[src/hdl/vertex_transform_4x4_defines.svh]
// Assertion macros for the vertex transform block.
// Used by the top level; needs clk and rst_n in scope.
`ifndef VERTEX_TRANSFORM_4X4_DEFINES_SVH
`define VERTEX_TRANSFORM_4X4_DEFINES_SVH

// Check that cons holds in the same cycle as ante.
`define VT4_ASSERT_NOW(label, ante, cons) \
    label: assert property (@(posedge clk) disable iff (!rst_n) (ante) |-> (cons)) \
        else $error("vertex_transform_4x4 check failed");

// Check that cons holds in the cycle after ante.
`define VT4_ASSERT_NEXT(label, ante, cons) \
    label: assert property (@(posedge clk) disable iff (!rst_n) (ante) |=> (cons)) \
        else $error("vertex_transform_4x4 check failed");

`endif

[src/hdl/vt4_pkg.sv]
// Types and constants for the vertex transform block.
// No dependencies; used by every other source file but the defines header.
package vt4_pkg;

    localparam int FRAC_BITS = 16;
    localparam int WORD_W    = 32;
    localparam int DIM       = 4;
    localparam int ELEMS     = DIM * DIM;
    localparam int IDX_W     = $clog2(ELEMS);
    localparam int PROD_W    = 2 * WORD_W;
    localparam int TERM_W    = PROD_W - FRAC_BITS;
    localparam int PAIR_W    = TERM_W + 1;
    localparam int SUM_W     = TERM_W + 2;

    localparam logic MODE_LOAD      = 1'b0;
    localparam logic MODE_TRANSFORM = 1'b1;

    localparam logic signed [WORD_W-1:0] ONE_Q = WORD_W'(1) << FRAC_BITS;

    typedef logic signed [WORD_W-1:0] vt4_word_t;
    typedef logic signed [PROD_W-1:0] vt4_prod_t;
    typedef logic signed [TERM_W-1:0] vt4_term_t;
    typedef logic signed [PAIR_W-1:0] vt4_pair_t;
    typedef logic signed [SUM_W-1:0]  vt4_sum_t;

    typedef struct packed {
        logic en_mul;
        logic en_pair;
        logic en_sum;
    } vt4_lane_ctrl_t;

endpackage

[src/hdl/vt4_if.sv]


interface vt4_out_if;
    logic                valid;
    logic                ready;
    vt4_pkg::vt4_word_t  out_x;
    vt4_pkg::vt4_word_t  out_y;
    vt4_pkg::vt4_word_t  out_z;
    vt4_pkg::vt4_word_t  out_w;
    logic                sat_flag;

    modport source (output valid, out_x, out_y, out_z, out_w, sat_flag, input ready);
    modport sink   (input valid, out_x, out_y, out_z, out_w, sat_flag, output ready);
endinterface

[src/hdl/vt4_merge.sv]
// Merge stage: collect the four lane sums, combine saturation flags, output register.
// Depends on vt4_pkg and vt4_if.
module vt4_merge (
    input  logic                  clk,
    input  logic                  rst_n,
    input  logic                  up_valid,
    output logic                  up_ready,
    input  vt4_pkg::vt4_word_t    lane_sum [vt4_pkg::DIM],
    input  logic [vt4_pkg::DIM-1:0] lane_sat,
    vt4_out_if.source             out_item
);
    import vt4_pkg::*;

    logic      valid_reg;
    logic      valid_next;
    logic      load;
    vt4_word_t x_reg, y_reg, z_reg, w_reg;
    logic      sat_reg;

    assign up_ready   = !valid_reg || out_item.ready;
    assign load       = up_ready && up_valid;
    assign valid_next = load || (valid_reg && !out_item.ready);

    always_ff @(posedge clk or negedge rst_n)
    begin
        if (!rst_n)
        begin
            valid_reg <= 1'b0;
        end
        else
        begin
            valid_reg <= valid_next;
        end
    end

    always_ff @(posedge clk)
    begin
        if (load)
        begin
            x_reg   <= lane_sum[0];
            y_reg   <= lane_sum[1];
            z_reg   <= lane_sum[2];
            w_reg   <= lane_sum[3];
            sat_reg <= |lane_sat;
        end
    end

    assign out_item.valid    = valid_reg;
    assign out_item.out_x    = x_reg;
    assign out_item.out_y    = y_reg;
    assign out_item.out_z    = z_reg;
    assign out_item.out_w    = w_reg;
    assign out_item.sat_flag = sat_reg;

endmodule

[src/flat_wrapper.sv]
// flat-port wrapper written by rule: the top's interface ports become plain ports
module vt4_merge_flat import vt4_pkg::*;
  (clk, rst_n, up_valid, up_ready, lane_sum, lane_sat, out_item_valid, out_item_out_x, out_item_out_y, out_item_out_z, out_item_out_w, out_item_sat_flag, out_item_ready);
  vt4_out_if out_item_i ();
  input  logic clk;
  input  logic rst_n;
  input  logic up_valid;
  output logic up_ready;
  input  vt4_pkg::vt4_word_t lane_sum[vt4_pkg::DIM];
  input  logic [vt4_pkg::DIM-1:0] lane_sat;
  output wire logic [$bits(out_item_i.valid)-1:0] out_item_valid;
  output wire logic [$bits(out_item_i.out_x)-1:0] out_item_out_x;
  output wire logic [$bits(out_item_i.out_y)-1:0] out_item_out_y;
  output wire logic [$bits(out_item_i.out_z)-1:0] out_item_out_z;
  output wire logic [$bits(out_item_i.out_w)-1:0] out_item_out_w;
  output wire logic [$bits(out_item_i.sat_flag)-1:0] out_item_sat_flag;
  input wire logic [$bits(out_item_i.ready)-1:0] out_item_ready;
  assign out_item_valid = out_item_i.valid;
  assign out_item_out_x = out_item_i.out_x;
  assign out_item_out_y = out_item_i.out_y;
  assign out_item_out_z = out_item_i.out_z;
  assign out_item_out_w = out_item_i.out_w;
  assign out_item_sat_flag = out_item_i.sat_flag;
  assign out_item_i.ready = out_item_ready;
  vt4_merge u_core (.clk(clk), .rst_n(rst_n), .up_valid(up_valid), .up_ready(up_ready), .lane_sum(lane_sum), .lane_sat(lane_sat), .out_item(out_item_i));
endmodule
[config.mk]
export PLATFORM = sky130hd
export DESIGN_NAME = vt4_merge_flat
export DESIGN_NICKNAME = d
export VERILOG_FILES = /design/src/hdl/vertex_transform_4x4_defines.svh /design/src/hdl/vt4_pkg.sv /design/src/hdl/vt4_if.sv /design/src/hdl/vt4_merge.sv /design/src/flat_wrapper.sv
export SDC_FILE = /design/constraint.sdc
export NUM_CORES = 1
export LEC_CHECK = 0
export ABC_AREA = 1
export BUFFER_PORTS_ARGS = -buffer_cell sky130_fd_sc_hd__buf_2
export CORE_MARGIN = 5
export CORE_UTILIZATION = 44
export CTS_CLUSTER_DIAMETER = 50
export CTS_CLUSTER_SIZE = 20
export DETAILED_ROUTE_END_ITERATION = 10
export GPL_ROUTABILITY_DRIVEN = 1
export PLACE_DENSITY = 0.82
export SYNTH_ARGS = -nofsm -noshare
export SYNTH_HDL_FRONTEND = slang
export SYNTH_SLANG_ARGS = --single-unit
export TNS_END_PERCENT = 1
[constraint.sdc]
create_clock -name clk -period 17.8 [get_ports clk]
set_input_delay 0.89 -clock clk [delete_from_list [all_inputs] [get_ports clk]]
set_output_delay 0.89 -clock clk [all_outputs]
set_load 0.02 [all_outputs]
# After elaboration in Yosys (flattened, before gate mapping)
# Index checks and enable logic that the tools add are counted.
# word_totals
output_inout_bits	131
reg_bits	130
latchBits	0
elab_cells	13
memories	0
rom_bits	0
in_bits	136
ram_bits	0
# classes
n_bitwise	0
n_reduce_logical	7
mux	0
n_mul	0
addsub	0
shift	0
order_cmp	0
n_eq_ne	0
div_mod_pow	0
# op_table
cell	count
4-bit OR reduction	1
1-bit logical AND	2
1-bit zero test	2
1-bit logical OR	2

# Logic depth before layout (Yosys ltp)
# Gate-level depths: netlist of run 1.
# logic_depth
depth_word	4
ltp_mapped	3
depth_no_buf	3

# Worst setup path after synthesis of run 1
# Ideal clock, no wire load.
# synth_path
path_kind	input to register
start	input up_valid
end	register u_core.w_reg[0] (netlist: u_core.out_item.out_w[0]), enable pin
cell_stages	2
slack_ps	9997
t_required_ps	17140
path_buffers	0
setup_time_ps	660
arrival_ps	7143
cell_sequence	inv_1 a21oi_1
# synth_between
elab_chain_cells	1
# synth_rtl
item	line	rtl
start, declared	flat_wrapper.sv:7	input logic up_valid;
1-bit logical AND	vt4_merge.sv:21	assign load = up_ready && up_valid;
via u_core.load	vt4_merge.sv:16	logic load;
end signal, assigned	vt4_merge.sv:43	w_reg <= lane_sum[3];
end, declared	vt4_merge.sv:17	vt4_word_t x_reg, y_reg, z_reg, w_reg;
# The timed path passes the listed nets, and every way through them passes these cells.
# A chain may end at the register's enable or synchronous reset.

# Worst setup path in the final report of run 1
# layout_path
start	input out_item_ready
end	register u_core.y_reg[23] (netlist: u_core.out_item.out_y[23]), enable pin
# layout_between
elab_chain_cells	2
# layout_rtl
item	line	rtl
start, declared	flat_wrapper.sv:17	input wire logic [$bits(out_item_i.ready)-1:0] out_item_ready;
1-bit logical OR	vt4_merge.sv:20	assign up_ready = !valid_reg || out_item.ready;
1-bit logical AND	vt4_merge.sv:21	
via u_core.load	vt4_merge.sv:16	
end signal, assigned	vt4_merge.sv:41	y_reg <= lane_sum[1];
end, declared	vt4_merge.sv:17	
# The timed path passes the listed nets, and every way through them passes these cells.

==> run metrics, run 1 <==
post-CTS setup buffer count 0; HP Class in2async; Max Clk Rate 401 MHz; core footprint 8720 um^2; Setup WS pre-CTS 14800 ps; Post-synth top flop edfxtp_1; Worst Setup End Kind register; hold_buf cts 0; Resized cells post-CTS 0; Final Hold Vio Count 0; status finished clean; number of synthesized flops with an enable pin ~130; Critical Path Fanout Max 65; Worst R2R End u_core.out_item.out_y[23]; worst reg-to-reg setup slack 15380 ps; design area 5990 um^2; Layout area overhead 52.5%; most common cell in the netlist edfxtp_1; Worst setup SP type input pin; CP Data Arrival Time approximately 2600 ps; Via Count 2474; largest cells by area after synthesis edfxtp_1 99%, dfrtp_1 0.64%, nand2_1 0.29%; Layout Skew 6.31 ps; VDD IR max about 0.10 mV; number of synthesized register bits 130; sequential cell area between 3000 and 4000 um^2; I/O Buffers 266; Post-Syn Nets 274; Setup TNS 0 ps; final period utilization 0.140; antenna-violating nets left 0; clk slew on worst S/H paths ~60 ps; Synth async-reset ratio 0.00769; Die Y-Extent 105 um; # clock sinks 130; WP data required 17910 ps; global-route usage over all layers 0.176; dpl cell area 5420 um^2; Tmin final 2500 ps; sequential area share after synthesis 0.992; aggregate routed wire length 9720 um; WS Path Type in2reg; H-Tree Depth 4; Initial Util 0.451; Yosys top cell by area edfxtp_1; YS warnings 0; fraction of layout instances using a drive strength above 1 0.685; TritonCTS buffer count 17; worst relative slew slack 0.466; top cells by count, synth 129 x edfxtp_1, 3 x nand2_1, 2 x inv_1, 2 x nor2_1; footprint of the multi-input gates 35.0 um^2; Yosys top cell area share 0.986; max-slew violations 0; Die Area 10900 um^2; placed wire-length estimate 7400 um; post-synthesis cell count 138; DRT Pass-1 Iters 4; CTS max path bufs 2; initial antenna violation count 0; pwr dens 125 nW/um^2; CTS Root Cell clkbuf_8; mapped cell area 3930 um^2; Die X 105 um; Least-Margin Pin Slew 801 ps; Fillers 560; clk_lat worst skew 490 ps; drt via density 4.53; RSZ-0062 raised after global routing false; max cap viols 0; Distinct cells, synth 6; vias in the first global route 2731; first-pass GRT wire length 14600 um; reg2reg path depth 3; standard-cell row count 34; Syn Area/Cell 28.5 um^2; LEAKAGE 2.58 nW; gpl congestion ~0.71; largest net degree at the start of global routing 66; WL/cell approximately 18 um; Setup Viol. Count Final 0; reg2reg start u_core.out_item.valid; DRC Markers 0; GRT Residual Overflow 0; IO Count 267; CTS tree built; Antenna diodes 0; final setup margin 15300 ps; Initial DRC Count 93; Final nets 561
==> routing by layer <==
layer	share of wire	routed length [um]	track usage
met5	0	0	0
met4	0.0047	46	0.0500
met3	0.12	1120	0.0937
met2	0.55	5320	0.312
met1	0.33	3230	0.180
==> placed cells by master (no fill, tap or decap) <==
master	count
edfxtp_1	129
nor2_1	2
buf_4	2
dfrtp_1	1
buf_2	266
clkbuf_16	16
a21oi_4	1
inv_1	2
nand2_1	3
inv_6	4
clkinvlp_4	6
clkinv_1	1
bufinv_16	2
clkinv_4	1
clkbuf_8	1
clkinv_2	1
==> worst max-delay path by stage <==
| stage | from | end | slack [ps] | depth (start not counted) |
|---|---|---|---|---|
| floorplan | up_valid | u_core.out_item.out_w[0] | 10000 | 2 |
| global placement | out_item_ready | u_core.out_item.out_w[19] | 14890 | 5 |
| detailed placement | up_valid | u_core.out_item.out_y[27] | 14800 | 5 |
| CTS | up_valid | u_core.out_item.out_x[7] | 15340 | 5 |
| global route | up_valid | u_core.out_item.out_y[4] | 15170 | 5 |
| finish | out_item_ready | u_core.out_item.out_y[23] | 15300 | 5 |
==> final cells by class <==
class                      instances  area share
tap                              108      0.0225
inverter                           2     0.00125
clock buffer                      17      0.0691
clock inverter                    15      0.0263
sequential                       130       0.650
multi-input combinational          6     0.00584
timing repair buffer             268       0.225
==> critical path: stages <==
cell,delay [ps]
buf_2,70
inv_1,60
a21oi_4,120
buf_4,610
buf_4,750
==> stage by stage <==
stage / hold WS [ps] / total power [mW] / utilization / instances
6_report: 162 / 0.749 / 0.687 / 546
5_1_grt: 121 / 0.778 / 0.687 / 546
4_1_cts: 127 / 0.758 / 0.687 / 546
3_5_place_dp: 571 / 0.429 / 0.622 / 514
3_3_place_gp: 556 / 0.426 / 0.622 / 514
2_1_floorplan: 594 / 0.399 / - / 138
==> power breakdown <==
part           switching (mW)  internal, mW
combinational          0.0386        0.0211
sequential            0.00410         0.357
clock                   0.127         0.200
total                   0.170         0.579
==> logic make-up (layout without fill, tap and decap cells) <==
logic type | after synthesis | count (layout) | synth area share
buffers and inverters | 2 | 302 | 0.00191
DFF | 130 | 130 | 0.992
AOI/OAI and AO/OA | 1 | 1 | 0.00127
and+or+nand+nor | 5 | 5 | 0.00478
No activity file was read; power rests on OpenSTA's default activity.
==> inputs of run 2 (changes only) <==
Settings changed: ABC_AREA 1 to 0, CORE_UTILIZATION 44 to 41, PLACE_DENSITY 0.82 to 0.77.
Clock period 17.8 ns to 2.33 ns, I/O delays scaled along.
==> run 2 against run 1 <==
Compared with the run above:
- the flow now stops in clock tree synthesis (4_1_cts)
- synthesized cell count is 2.9% lower
- synthesized area is 0.13% lower
==> run metrics, run 2 <==
Post-synth top flop edfxtp_1 (unchanged); post-CTS setup buffer count 0 (unchanged); mapped cell area 3930 um^2 (about the same); # clock sinks 130 (unchanged); gpl congestion 0.775 (was 0.709); sequential area share after synthesis 0.993 (was 0.992); Die Y-Extent 108 um (was 105 um); Distinct cells, synth 5 (was 6); top cells by count, synth 129 x edfxtp_1, 2 x nand2b_1, 1 x and2_1, 1 x dfrtp_1, 1 x or4_1 (was 129 x edfxtp_1, 3 x nand2_1, 2 x inv_1, 2 x nor2_1); Yosys top cell by area edfxtp_1 (unchanged); stage reached clock tree synthesis (4_1_cts); Resized cells post-CTS 0 (unchanged); status aborted with a tool error (was finished clean); post-synthesis cell count 134 (was 138); placed cells 530 (was 514); TritonCTS buffer count 17 (unchanged); Die X 108 um (was 105 um); number of synthesized register bits 130 (unchanged); Syn Area/Cell 29.3 um^2 (was 28.5 um^2); placed wire-length estimate 8050 um (was 7400 um); first error [ERROR RSZ-0060] Max buffer count reached.; largest cells by area after synthesis edfxtp_1 99%, dfrtp_1 0.64%, nand2b_1 0.32% (was edfxtp_1 99%, dfrtp_1 0.64%, nand2_1 0.29%); YS warnings 0 (unchanged); Yosys top cell area share 0.987 (was 0.986); H-Tree Depth 4 (unchanged); I/O Buffers 266 (unchanged); number of synthesized flops with an enable pin 129 (unchanged); IO Count 267 (unchanged); standard-cell row count 35 (was 34); Initial Util 0.423 (was 0.451); Post-Syn Nets 270 (was 274); CTS Root Cell clkbuf_8 (unchanged); CTS max path bufs 2 (unchanged); most common cell in the netlist edfxtp_1 (unchanged); hold_buf cts 113 (was 0); Synth async-reset ratio 0.00769 (unchanged)
## run 2: stage by stage
step           area, um^2  setup WS (ps)
2_1_floorplan        3930            223
3_5_place_dp         5440            780
3_3_place_gp         5440            819
## run 2: kinds of logic after synthesis
group / Yosys count / share of synthesized area
simple gates: 4 / 0.00670
flops: 130 / 0.993
==> inputs of run 3 (changes only) <==
Settings changed: CORE_UTILIZATION 41 to 34, CTS_CLUSTER_DIAMETER 50 to not set, CTS_CLUSTER_SIZE 20 to not set, PLACE_DENSITY 0.77 to not set, PLACE_DENSITY_LB_ADDON set to 0.15.
==> run 3 against run 2 <==
Compared with the run above:
- the run again fails in clock tree synthesis (4_1_cts)
- synthesized area did not move
- synthesized cell count did not move
==> run metrics, run 3 <==
number of synthesized flops with an enable pin 129 (unchanged); H-Tree Depth 4 (unchanged); Synth Area in Adders 0 (unchanged); Post-Syn Nets 270 (unchanged); Yosys top cell area share 0.987 (unchanged); Synth Area in Simple Gates 0.00669 (unchanged); TritonCTS buffer count 17 (unchanged); Die X 117 um (was 108 um); placed cells 546 (was 530); multiplexer share of the synthesized area 0 (unchanged); Synth async-reset ratio 0.00769 (unchanged); Post-synth top flop edfxtp_1 (unchanged); Initial Util 0.345 (was 0.423); top cells by count, synth 129 x edfxtp_1, 2 x nand2b_1, 1 x and2_1, 1 x dfrtp_1, 1 x or4_1 (unchanged); YS warnings 0 (unchanged); largest cells by area after synthesis edfxtp_1 99%, dfrtp_1 0.64%, nand2b_1 0.32% (unchanged); mapped cell area 3930 um^2 (unchanged); CTS Root Cell clkbuf_16 (was clkbuf_8); Yosys top cell by area edfxtp_1 (unchanged); hold_buf cts 116 (was 113); XOR/XNOR Fraction of Synth Area 0 (unchanged); stage reached clock tree synthesis (4_1_cts) (unchanged); number of synthesized register bits 130 (unchanged); Distinct cells, synth 5 (unchanged); Synth Area in Compound Gates 0 (unchanged); post-synthesis cell count 134 (unchanged); main combinational cell family by area after synthesis simple AND/OR/NAND/NOR gates (unchanged); post-CTS setup buffer count 0 (unchanged); first error [ERROR RSZ-0060] Max buffer count reached. (unchanged); IO Count 267 (unchanged); # clock sinks 130 (unchanged); Resized cells post-CTS 0 (unchanged); Syn Area/Cell 29.3 um^2 (unchanged); Setup WS pre-CTS 676 ps (was 780 ps); gpl congestion 0.747 (was 0.775); Die Y-Extent 117 um (was 108 um); sequential area share after synthesis 0.993 (unchanged); I/O Buffers 266 (unchanged); status aborted with a tool error (unchanged); most common cell in the netlist edfxtp_1 (unchanged); standard-cell row count 39 (was 35); CTS max path bufs 2 (unchanged)
[run 3: cell counts after synthesis]
No cell type changed its count.
[run 3: through the flow]
stage / hold slack (ps) / area, um^2
after floorplan: -179 / 3930
after global placement: -109 / 5500
after detailed placement: -107 / 5500
[run 3: cells by family after synthesis]
kind of cell	count (synthesis)
DFF	130
and+or+nand+nor	4
